$ cat src/sv/dca_pkg.sv
// ----------------------------------------------------------------------------
// Divisor count package
// Widths, sizes and the sequencer state type shared by the divisor count block
// and its channel interfaces.
// ----------------------------------------------------------------------------
package dca_pkg;

  // Width of the incoming integer.
  localparam int VALUE_WIDTH = 31;

  // Width of the reported divisor count. The count saturates at its maximum.
  localparam int COUNT_WIDTH = 11;

  // Width of the wrapping running total.
  localparam int TOTAL_WIDTH = 32;

  // Trial divisors never pass the square root by more than one, so half the
  // value width plus some margin is enough.
  localparam int DIV_WIDTH = (VALUE_WIDTH + 1) / 2 + 1;

  // Counter over the bit steps of one division.
  localparam int STEP_WIDTH = $clog2(VALUE_WIDTH);

  // Count value used when the true count does not fit.
  localparam logic [COUNT_WIDTH-1:0] COUNT_MAX = '1;

  // Sequencer states.
  typedef enum logic [1:0] {
    ST_IDLE,
    ST_DIV,
    ST_CHECK,
    ST_FINISH
  } dca_state_t;

endpackage : dca_pkg

$ cat src/sv/dca_channels.sv
// ----------------------------------------------------------------------------
// Divisor count channels
// Valid/ready interfaces for the request channel and the result channel.
// ----------------------------------------------------------------------------

// Request channel: one integer per request.
interface dca_in_if import dca_pkg::*; ();
  logic                   valid;
  logic                   ready;
  logic [VALUE_WIDTH-1:0] value;

  modport source (output valid, output value, input ready);
  modport sink   (input valid, input value, output ready);
endinterface : dca_in_if

// Result channel: divisor count and running total.
interface dca_out_if import dca_pkg::*; ();
  logic                   valid;
  logic                   ready;
  logic [COUNT_WIDTH-1:0] divisor_count;
  logic [TOTAL_WIDTH-1:0] running_total;

  modport source (output valid, output divisor_count, output running_total, input ready);
  modport sink   (input valid, input divisor_count, input running_total, output ready);
endinterface : dca_out_if

$ cat src/sv/divisor_count_accumulate.sv
// ----------------------------------------------------------------------------
// Divisor count with running total
// Counts the exact divisors of each request value by trial division and
// reports the count together with a wrapping sum of all counts.
// ----------------------------------------------------------------------------
// Usage:
//   The request channel in_ch carries one unsigned integer per request; the
//   result channel out_ch returns one result for each request, in order, with
//   the divisor count and the running total after that count was added.
//   Both channels transfer at a rising edge where valid and ready are high.
//   Trial divisors d = 1, 2, ... are tried while d <= value / d. Each trial
//   runs one shared restoring divider, one quotient bit per cycle, over all
//   VALUE_WIDTH dividend bits, then a check state tests and counts. A zero
//   value skips the division and goes straight to the finish state.
//   in_ch.ready is high only while the sequencer is idle.
//   The result sits in an output register, so a new request is accepted while
//   the previous result still waits; a stalled receiver holds the next result
//   in the sequencer until the output register frees up.
//   Reset (rst_n low, synchronous) clears the running total, drops any result
//   in flight and returns the sequencer to idle.
// ----------------------------------------------------------------------------
module divisor_count_accumulate import dca_pkg::*; (
  input  logic            clk,
  input  logic            rst_n,
  dca_in_if.sink          in_ch,
  dca_out_if.source       out_ch
);

  localparam int PAD_WIDTH = VALUE_WIDTH - DIV_WIDTH;

  dca_state_t state_r, state_nxt;

  logic [VALUE_WIDTH-1:0] val_r, val_nxt;
  logic [VALUE_WIDTH-1:0] quo_r, quo_nxt;
  logic [DIV_WIDTH-1:0]   rem_r, rem_nxt;
  logic [DIV_WIDTH-1:0]   dsr_r, dsr_nxt;
  logic [STEP_WIDTH-1:0]  step_r, step_nxt;
  logic [COUNT_WIDTH-1:0] cnt_r, cnt_nxt;
  logic [TOTAL_WIDTH-1:0] total_r, total_nxt;
  logic [COUNT_WIDTH-1:0] out_count_r, out_count_nxt;
  logic [TOTAL_WIDTH-1:0] out_total_r, out_total_nxt;
  logic                   out_valid_r, out_valid_nxt;

  // Sequencer controls.
  logic accept;
  logic out_free;
  logic out_load;
  logic value_zero;
  logic trial_more;

  // Divider step and trial test signals.
  logic [DIV_WIDTH:0]     trial;
  logic                   trial_ge;
  logic [VALUE_WIDTH-1:0] dsr_ext;
  logic [1:0]             inc;
  logic [COUNT_WIDTH:0]   cnt_sum;

  assign value_zero = (in_ch.value == '0);
  assign out_free   = !out_valid_r || out_ch.ready;
  assign dsr_ext    = {{PAD_WIDTH{1'b0}}, dsr_r};
  assign trial_more = (dsr_ext <= quo_r);

  // Next state.
  always_comb begin
    state_nxt = state_r;
    unique case (state_r)
      ST_IDLE: begin
        if (in_ch.valid) begin
          state_nxt = value_zero ? ST_FINISH : ST_DIV;
        end
      end
      ST_DIV: begin
        if (step_r == '0) begin
          state_nxt = ST_CHECK;
        end
      end
      ST_CHECK: begin
        state_nxt = trial_more ? ST_DIV : ST_FINISH;
      end
      ST_FINISH: begin
        if (out_free) begin
          state_nxt = ST_IDLE;
        end
      end
      default: state_nxt = ST_IDLE;
    endcase
  end

  // Sequencer outputs.
  always_comb begin
    in_ch.ready = 1'b0;
    out_load    = 1'b0;
    unique case (state_r)
      ST_IDLE:   in_ch.ready = 1'b1;
      ST_FINISH: out_load    = out_free;
      default: begin
        in_ch.ready = 1'b0;
        out_load    = 1'b0;
      end
    endcase
  end

  assign accept = in_ch.valid && in_ch.ready;

  // One restoring division step: shift in the next dividend bit and subtract.
  assign trial    = {rem_r, quo_r[VALUE_WIDTH-1]};
  assign trial_ge = (trial >= {1'b0, dsr_r});

  // Divisor pairs count twice, a square root once; the count saturates.
  assign inc     = (dsr_ext == quo_r) ? 2'd1 : 2'd2;
  assign cnt_sum = {1'b0, cnt_r} + {{(COUNT_WIDTH-1){1'b0}}, inc};

  // Datapath next values.
  always_comb begin
    val_nxt       = val_r;
    quo_nxt       = quo_r;
    rem_nxt       = rem_r;
    dsr_nxt       = dsr_r;
    step_nxt      = step_r;
    cnt_nxt       = cnt_r;
    total_nxt     = total_r;
    out_count_nxt = out_count_r;
    out_total_nxt = out_total_r;
    out_valid_nxt = out_valid_r && !out_ch.ready;

    if (accept) begin
      val_nxt  = in_ch.value;
      quo_nxt  = in_ch.value;
      rem_nxt  = '0;
      dsr_nxt  = {{(DIV_WIDTH-1){1'b0}}, 1'b1};
      step_nxt = STEP_WIDTH'(VALUE_WIDTH - 1);
      cnt_nxt  = '0;
    end

    if (state_r == ST_DIV) begin
      rem_nxt = trial_ge ? trial[DIV_WIDTH-1:0] - dsr_r : trial[DIV_WIDTH-1:0];
      quo_nxt = {quo_r[VALUE_WIDTH-2:0], trial_ge};
      if (step_r != '0) begin
        step_nxt = step_r - STEP_WIDTH'(1);
      end
    end

    // Test the finished trial and start the next one.
    if (state_r == ST_CHECK && trial_more) begin
      if (rem_r == '0) begin
        cnt_nxt = cnt_sum[COUNT_WIDTH] ? COUNT_MAX : cnt_sum[COUNT_WIDTH-1:0];
      end
      dsr_nxt  = dsr_r + DIV_WIDTH'(1);
      quo_nxt  = val_r;
      rem_nxt  = '0;
      step_nxt = STEP_WIDTH'(VALUE_WIDTH - 1);
    end

    // Hand the result to the output register.
    if (out_load) begin
      total_nxt     = total_r + {{(TOTAL_WIDTH-COUNT_WIDTH){1'b0}}, cnt_r};
      out_count_nxt = cnt_r;
      out_total_nxt = total_nxt;
      out_valid_nxt = 1'b1;
    end
  end

  // Control registers.
  always_ff @(posedge clk) begin
    if (!rst_n) begin
      state_r     <= ST_IDLE;
      total_r     <= '0;
      out_valid_r <= 1'b0;
    end else begin
      state_r     <= state_nxt;
      total_r     <= total_nxt;
      out_valid_r <= out_valid_nxt;
    end
  end

  // Payload registers.
  always_ff @(posedge clk) begin
    val_r       <= val_nxt;
    quo_r       <= quo_nxt;
    rem_r       <= rem_nxt;
    dsr_r       <= dsr_nxt;
    step_r      <= step_nxt;
    cnt_r       <= cnt_nxt;
    out_count_r <= out_count_nxt;
    out_total_r <= out_total_nxt;
  end

  assign out_ch.valid         = out_valid_r;
  assign out_ch.divisor_count = out_count_r;
  assign out_ch.running_total = out_total_r;

`ifndef SYNTH
  // The trial divisor is never zero while dividing.
  a_dsr_nonzero: assert property (@(posedge clk) disable iff (!rst_n)
    state_r == ST_DIV |-> dsr_r != '0)
    else $error("trial divisor is zero during division");

  // A finished division leaves a remainder below the divisor.
  a_rem_below: assert property (@(posedge clk) disable iff (!rst_n)
    state_r == ST_CHECK |-> rem_r < dsr_r)
    else $error("remainder not below divisor");

  // A zero value goes straight to the result with a count of zero.
  a_zero_value: assert property (@(posedge clk) disable iff (!rst_n)
    accept && value_zero |=> state_r == ST_FINISH && cnt_r == '0)
    else $error("zero value did not give an empty count");

  // A loaded result carries the total advanced by its own count.
  a_total_update: assert property (@(posedge clk) disable iff (!rst_n)
    out_load |=> out_valid_r && out_total_r == total_r
      && out_total_r == $past(total_r) + {{(TOTAL_WIDTH-COUNT_WIDTH){1'b0}}, $past(cnt_r)})
    else $error("running total not advanced by the count");
`endif

endmodule : divisor_count_accumulate

$ cat src/flat_wrapper.sv
// flat-port wrapper written by rule: the top's interface ports become plain ports
module divisor_count_accumulate_flat import dca_pkg::*;
  (clk, rst_n, in_ch_valid, in_ch_value, in_ch_ready, out_ch_valid, out_ch_divisor_count, out_ch_running_total, out_ch_ready);
  dca_in_if in_ch_i ();
  dca_out_if out_ch_i ();
  input  logic clk;
  input  logic rst_n;
  input wire logic [$bits(in_ch_i.valid)-1:0] in_ch_valid;
  input wire logic [$bits(in_ch_i.value)-1:0] in_ch_value;
  output wire logic [$bits(in_ch_i.ready)-1:0] in_ch_ready;
  output wire logic [$bits(out_ch_i.valid)-1:0] out_ch_valid;
  output wire logic [$bits(out_ch_i.divisor_count)-1:0] out_ch_divisor_count;
  output wire logic [$bits(out_ch_i.running_total)-1:0] out_ch_running_total;
  input wire logic [$bits(out_ch_i.ready)-1:0] out_ch_ready;
  assign in_ch_i.valid = in_ch_valid;
  assign in_ch_i.value = in_ch_value;
  assign in_ch_ready = in_ch_i.ready;
  assign out_ch_valid = out_ch_i.valid;
  assign out_ch_divisor_count = out_ch_i.divisor_count;
  assign out_ch_running_total = out_ch_i.running_total;
  assign out_ch_i.ready = out_ch_ready;
  divisor_count_accumulate u_core (.clk(clk), .rst_n(rst_n), .in_ch(in_ch_i), .out_ch(out_ch_i));
endmodule
$ cat config.mk
export PLATFORM = sky130hd
export DESIGN_NAME = divisor_count_accumulate_flat
export DESIGN_NICKNAME = d
export VERILOG_FILES = /design/src/sv/dca_pkg.sv /design/src/sv/dca_channels.sv /design/src/sv/divisor_count_accumulate.sv /design/src/flat_wrapper.sv
export SDC_FILE = /design/constraint.sdc
export NUM_CORES = 1
export LEC_CHECK = 0
export ABC_AREA = 1
export BUFFER_PORTS_ARGS = -buffer_cell sky130_fd_sc_hd__buf_2
export CAP_MARGIN = 20
export CORE_ASPECT_RATIO = 0.6
export CORE_MARGIN = 1.5
export CORE_UTILIZATION = 53
export CTS_BUF_LIST = sky130_fd_sc_hd__clkbuf_8
export DETAILED_ROUTE_END_ITERATION = 12
export PLACE_DENSITY_LB_ADDON = 0.05
export SKIP_CTS_REPAIR_TIMING = 1
export SYNTH_ARGS = -nofsm -noshare
export SYNTH_HDL_FRONTEND = slang
export SYNTH_SLANG_ARGS = --single-unit
$ cat constraint.sdc
create_clock -name clk -period 8.7 [get_ports clk]
set_input_delay 0.435 -clock clk [delete_from_list [all_inputs] [get_ports clk]]
set_output_delay 0.435 -clock clk [all_outputs]
set_load 0.01 [all_outputs]
# Yosys cells after proc, flatten, opt, wreduce, memory -nomap -nowiden
# Cells that the tools add are included.
[word_totals] reg_bits=190 in_bits=35 output_inout_bits=45 elab_cells=65
[op_classes] add_sub_neg=5 order_cmp=2 eq_ne=7 n_mux=25 n_reduce_logical=15
[ops] operator="2-to-1 mux 31 bit" n=3
[ops] operator="2-to-1 mux 17 bit" n=5
[ops] operator="2-to-1 mux 11 bit" n=4
[ops] operator="adder 32 x 11 -> 32 bit" n=1
[ops] operator="equality test 17 x 31 -> 1 bit" n=1
[ops] operator="<= comparator 17 x 31 -> 1 bit" n=1
[ops] operator="zero test 31 bit" n=1
[ops] operator="greater-or-equal comparator 18 x 17 -> 1 bit" n=1
[ops] operator="adder 17 x 1 -> 17 bit, second input constant" n=1
[ops] operator="zero test 17 bit" n=1
[ops] operator="subtractor 17 bit" n=1
[ops] operator="2-to-1 mux 5 bit" n=3
[ops] operator="adder 11 x 2 -> 12 bit" n=1
[ops] operator="2-to-1 mux 2 bit" n=6
[ops] operator="case mux 2 bit (4 select lines)" n=1
[ops] operator="zero test 5 bit" n=1
[ops] operator="nonzero test 5 bit" n=1
[ops] operator="subtractor 5 x 1 -> 5 bit, second input constant" n=1
[ops] operator="equality test 2 bit, second input constant" n=2
[ops] operator="!= test 2 x 1 -> 1 bit, second input constant" n=2
[ops] operator="nonzero test 2 bit" n=2
[ops] operator="logical AND 1 bit" n=3
[ops] operator="2-to-1 mux 1 bit" n=3
[ops] operator="AND reduction 3 bit" n=1
[ops] operator="6 further kinds" n=7

# Depth between registers and ports, before layout
[depth] ltp_word=6 depth_mapped=19 depth_no_buf=19

# Least setup slack after synthesis
# Ideal clock, no wire load.
[synth_timing] path_type="reg-to-reg" from="reg u_core.dsr_r[10]" to="reg u_core.quo_r[0], enable pin" setup_time_ns=0.552 arrival_ns=2.459 t_required_ns=8.148 path_slack_ns=5.689 path_stages_with_launch=15 n_path_buf=2 synth_period_minus_slack_ns=3.011 cell_sequence="edfxtp_1 -> ha_1 -> nand2_1 -> inv_1 -> nand3_1 -> nor3_1 -> nand2_1 -> nand2_1 -> nand2_1 -> nand2_1 -> nand2_4 -> nand2_2 -> buf_6 -> buf_6 -> nand3_1"
[synth_between] elab_chain_len=3
[synth_lines] element="start, declared" line="divisor_count_accumulate.sv:36" rtl="logic [DIV_WIDTH-1:0] dsr_r, dsr_nxt;"
[synth_lines] element="start signal, assigned" line="divisor_count_accumulate.sv:181" rtl="dsr_r <= dsr_nxt;"
[synth_lines] element="<= comparator 17 x 31 -> 1 bit" line="divisor_count_accumulate.sv:61" rtl="assign trial_more = (dsr_ext <= quo_r);"
[synth_lines] element="logical AND 1 bit" line="divisor_count_accumulate.sv:144" rtl="if (state_r == ST_CHECK && trial_more) begin"
[synth_lines] element="nonzero test 3 bit (no source line)"
[synth_lines] element="end signal, assigned" line="divisor_count_accumulate.sv:179" rtl="quo_r <= quo_nxt;"
[synth_lines] element="end, declared" line="divisor_count_accumulate.sv:34" rtl="logic [VALUE_WIDTH-1:0] quo_r, quo_nxt;"
# Every way passes these cells.
# A chain may end at the register's enable or synchronous reset.

# Final worst setup path
[layout_timing] from="reg u_core.dsr_r[10]" to="reg u_core.quo_r[18], enable pin"
# The elaborated chain is that of the path after synthesis.

==> impl_metrics.yaml <==
status:
  status: "completed"
die:
  die_h_um: 116
  core_mm2: 0.0209
  io_pins: 80
  die_area_mm2: 0.0222
  fp-row-count: 41
  die_x_um: 191
  start_util_pct: 53.9
synth:
  netlist.area_leader.share_pct: 32.5
  synth-edff-count: 122
  syn_area_mm2: 0.0113
  synth_seq_area_share_pct: 44.5
  synth_seq_cells: 190
  post-synth-top-area-cell: "edfxtp_1"
  yosys_warnings: 0
  synth_ff_type: "edfxtp_1"
  synth_cells: 1519
  async_reset_ff_share_pct: 0
  syn_nets: 1606
  yosys-top-cells-area: "edfxtp_1 32%, nand2_1 16%, dfxtp_1 12%"
  ys_types: 34
  avgSynthCellArea_um2: 7.43
sta:
  final-max-slew-violation-count: 0
  slew_headroom_pct: 41.4
  rsz0062_at_grt: "false"
  worst_slew_pin_slew_ns: 0.878
  clock-skew-final_ns: 0.0122
  fin_crit_ns: 3.45
  setup_viol: 0
  tns_ns: 0
  fmax_mhz: 290
  hold_ws_ns: 0.157
  hold_viol: 0
  period_share_pct: 39.6
global_route:
  gr-usage-met2_pct: 32.3
  antenna_found_initial: 0
  use_met3_pct: 6.87
  grt_use_met1_pct: 46.4
  grtUsageTotal_pct: 27.1
  grt_pass1_wl_mm: 45.8
  grt_pass1_vias: 8477
  grt_overflow: 0
  grt_max_degree: 78
  top_usage_layer: "met1"
pwr:
  switchingPower_mw: 1.96
  peakVddDrop_uv: 224
  pwr-share-seq_pct: 36.6
  power.density_mw_per_mm2: 336
  clkPwrFrac_pct: 14.0
  pwr-share-comb_pct: 49.4
  p_sw_share_pct: 47.3
  leakagePower_nw: 6.07
  p_int_mw: 2.18
  p_total_mw: 4.13
finish:
  design_area_mm2: 0.0123
  fin_nets: 1670
  multi_input_area_mm2: 0.00523
  syn_to_final_growth_pct: 9.06
  regArea_mm2: 0.00502
  fin_util_pct: 58.8
  n_antenna_cell: 0
  fillCellCount: 2001
  layout-drive-gt1-share_pct: 8.15
worst_setup_path:
  cp_max_fo: 77
  arrival_ns: 3.64
  critical_path_class: "flip-flop to flip-flop"
  startpoint_type: "flip-flop"
  worstPathRequired_ns: 8.89
  crit_path_end_kind: "flip-flop"
route:
  viasPerCell: 5.29
  drc: 0
  drt_wl_total_mm: 29.3
  vias: 9921
  wl_per_cell_um: 15.6
  drt_iter0_markers: 1087
  first_pass_iters: 6
  antenna_left: 0
clocking:
  h-tree-depth: 4
  cts_sinks: 190
  worstSkewPairLatency_ns: 0.48
  cts_buffers: 17
  cts_tree: "built"
  cts_buffer_depth: 2
  cts.reportedPaths.clkPinSlew_ns: 0.10
  cts_root_buf: "clkbuf_8"
min_path:
  min_path_type: "input pin to flip-flop"
place:
  dp_hpwl_mm: 21.1
  io_buffers: 79
  placed_cell_area_mm2: 0.0119
  gp_congestion: 0.975
run:
  cap_violations: 0
==> cell type report <==
| cell class | instances | area share (%) |
|---|---|---|
| clock buffers | 20 | 2.24 |
| clock inverters | 12 | 0.773 |
| inverters | 221 | 6.74 |
| multi-input cells | 1064 | 42.5 |
| flip-flops and latches | 190 | 40.8 |
| well taps | 279 | 2.84 |
| repair buffers | 89 | 4.09 |
==> cells by family after synthesis <==
family / count (synthesis) / synth area share, %
xor+xnor: 33 / 2.56
simple gates: 856 / 32.1
compound gates: 123 / 5.59
fa+ha+maj: 52 / 5.96
flops: 190 / 44.5
buf+inv: 265 / 9.26
==> critical path, stage by stage, from the launching register on <==
cell and delay, ns:
edfxtp_1 0.51, ha_1 0.35, nand2_1 0.07, inv_1 0.07, nand3_1 0.07, nor3_1 0.14
nand2_1 0.07, nand2_1 0.06, nand2_1 0.05, nand2_1 0.11, nand2_4 0.32, nand2_2 0.16
buf_4 0.71, nand3_1 0.14, buf_4 0.31
==> sequential cells by signal, summed over array words and instances, names as in the netlist, 5 cells and up <==
signal                       count
u_core.out_ch.running_total     32
u_core.total_r                  32
u_core.quo_r                    31
u_core.val_r                    31
u_core.dsr_r                    17
u_core.rem_r                    17
u_core.cnt_r                    11
u_core.out_ch.divisor_count     11
u_core.step_r                    5
==> metrics by stage <==
step | std cells | worst slack [ns]
2_1_floorplan | 1519 | 5.69
3_3_place_gp | 1841 | 5.32
3_5_place_dp | 1841 | 5.28
4_1_cts | 1873 | 5.27
5_1_grt | 1875 | 4.94
6_report | 1875 | 5.25
==> cells in the mapped netlist (9+ instances only) <==
library cell	n
inv_1	220
nand3_1	155
xor2_1	30
a21oi_1	48
ha_1	49
o21ai_0	66
clkbuf_1	20
dfxtp_1	68
nor2_1	143
buf_2	16
nor3_1	24
nand4_1	33
nand3b_1	9
nand2_1	472
edfxtp_1	122
==> per-layer routing <==
layer | part of all wire [%] | routed length [um]
met1 | 53 | 15700
met2 | 36 | 10500
met3 | 10 | 2980
met4 | 0.73 | 215
met5 | 0 | 0
==> power by group through the flow <==
stage	clock [mW]	sequential (mW)	combinational (mW)
final	0.577	1.51	2.04
after global routing	0.617	1.54	2.33
after CTS	0.586	1.51	2.02
after detailed placement	0	1.53	2.01
after global placement	0	1.52	2.00
after floorplan	0	1.49	1.51
==> final timing paths <==
path,to,slack [ns],depth (start not counted),startpoint
max reg2reg,u_core.quo_r[18]$_DFFE_PP_,5.25,14,u_core.dsr_r[10]$_SDFFCE_PN0P_
min reg2reg,u_core.total_r[2]$_SDFFE_PN0P_,0.48,2,u_core.total_r[2]$_SDFFE_PN0P_
max,u_core.quo_r[18]$_DFFE_PP_,5.25,14,u_core.dsr_r[10]$_SDFFCE_PN0P_
min,u_core.val_r[11]$_DFFE_PP_,0.16,1,in_ch_value[11]
==> layout by cell type, fill, tap and decap left out, types with 2 or more instances in the layout <==
master	Yosys	final
a21oi_1	48	48
xnor2_1	3	3
ha_1	49	49
nor2_2	2	2
inv_1	220	224
nand3b_1	9	9
nand2_2	3	3
o22ai_1	3	3
clkbuf_8	0	20
dfxtp_1	68	68
nor4_1	5	5
clkinv_2	0	3
and2_1	2	2
nor3_1	24	24
nand4_1	33	33
o21ai_1	2	2
nor3_2	2	2
nand3_1	155	155
buf_4	0	8
fa_1	3	3
o21ai_0	66	66
buf_2	16	79
nand2_4	2	2
nand2_1	472	472
edfxtp_1	122	122
nor2_1	143	141
nor2_4	0	2
xor2_1	30	30
nor3b_1	3	3
inv_6	0	3
Power figures use the tool's default switching activity.
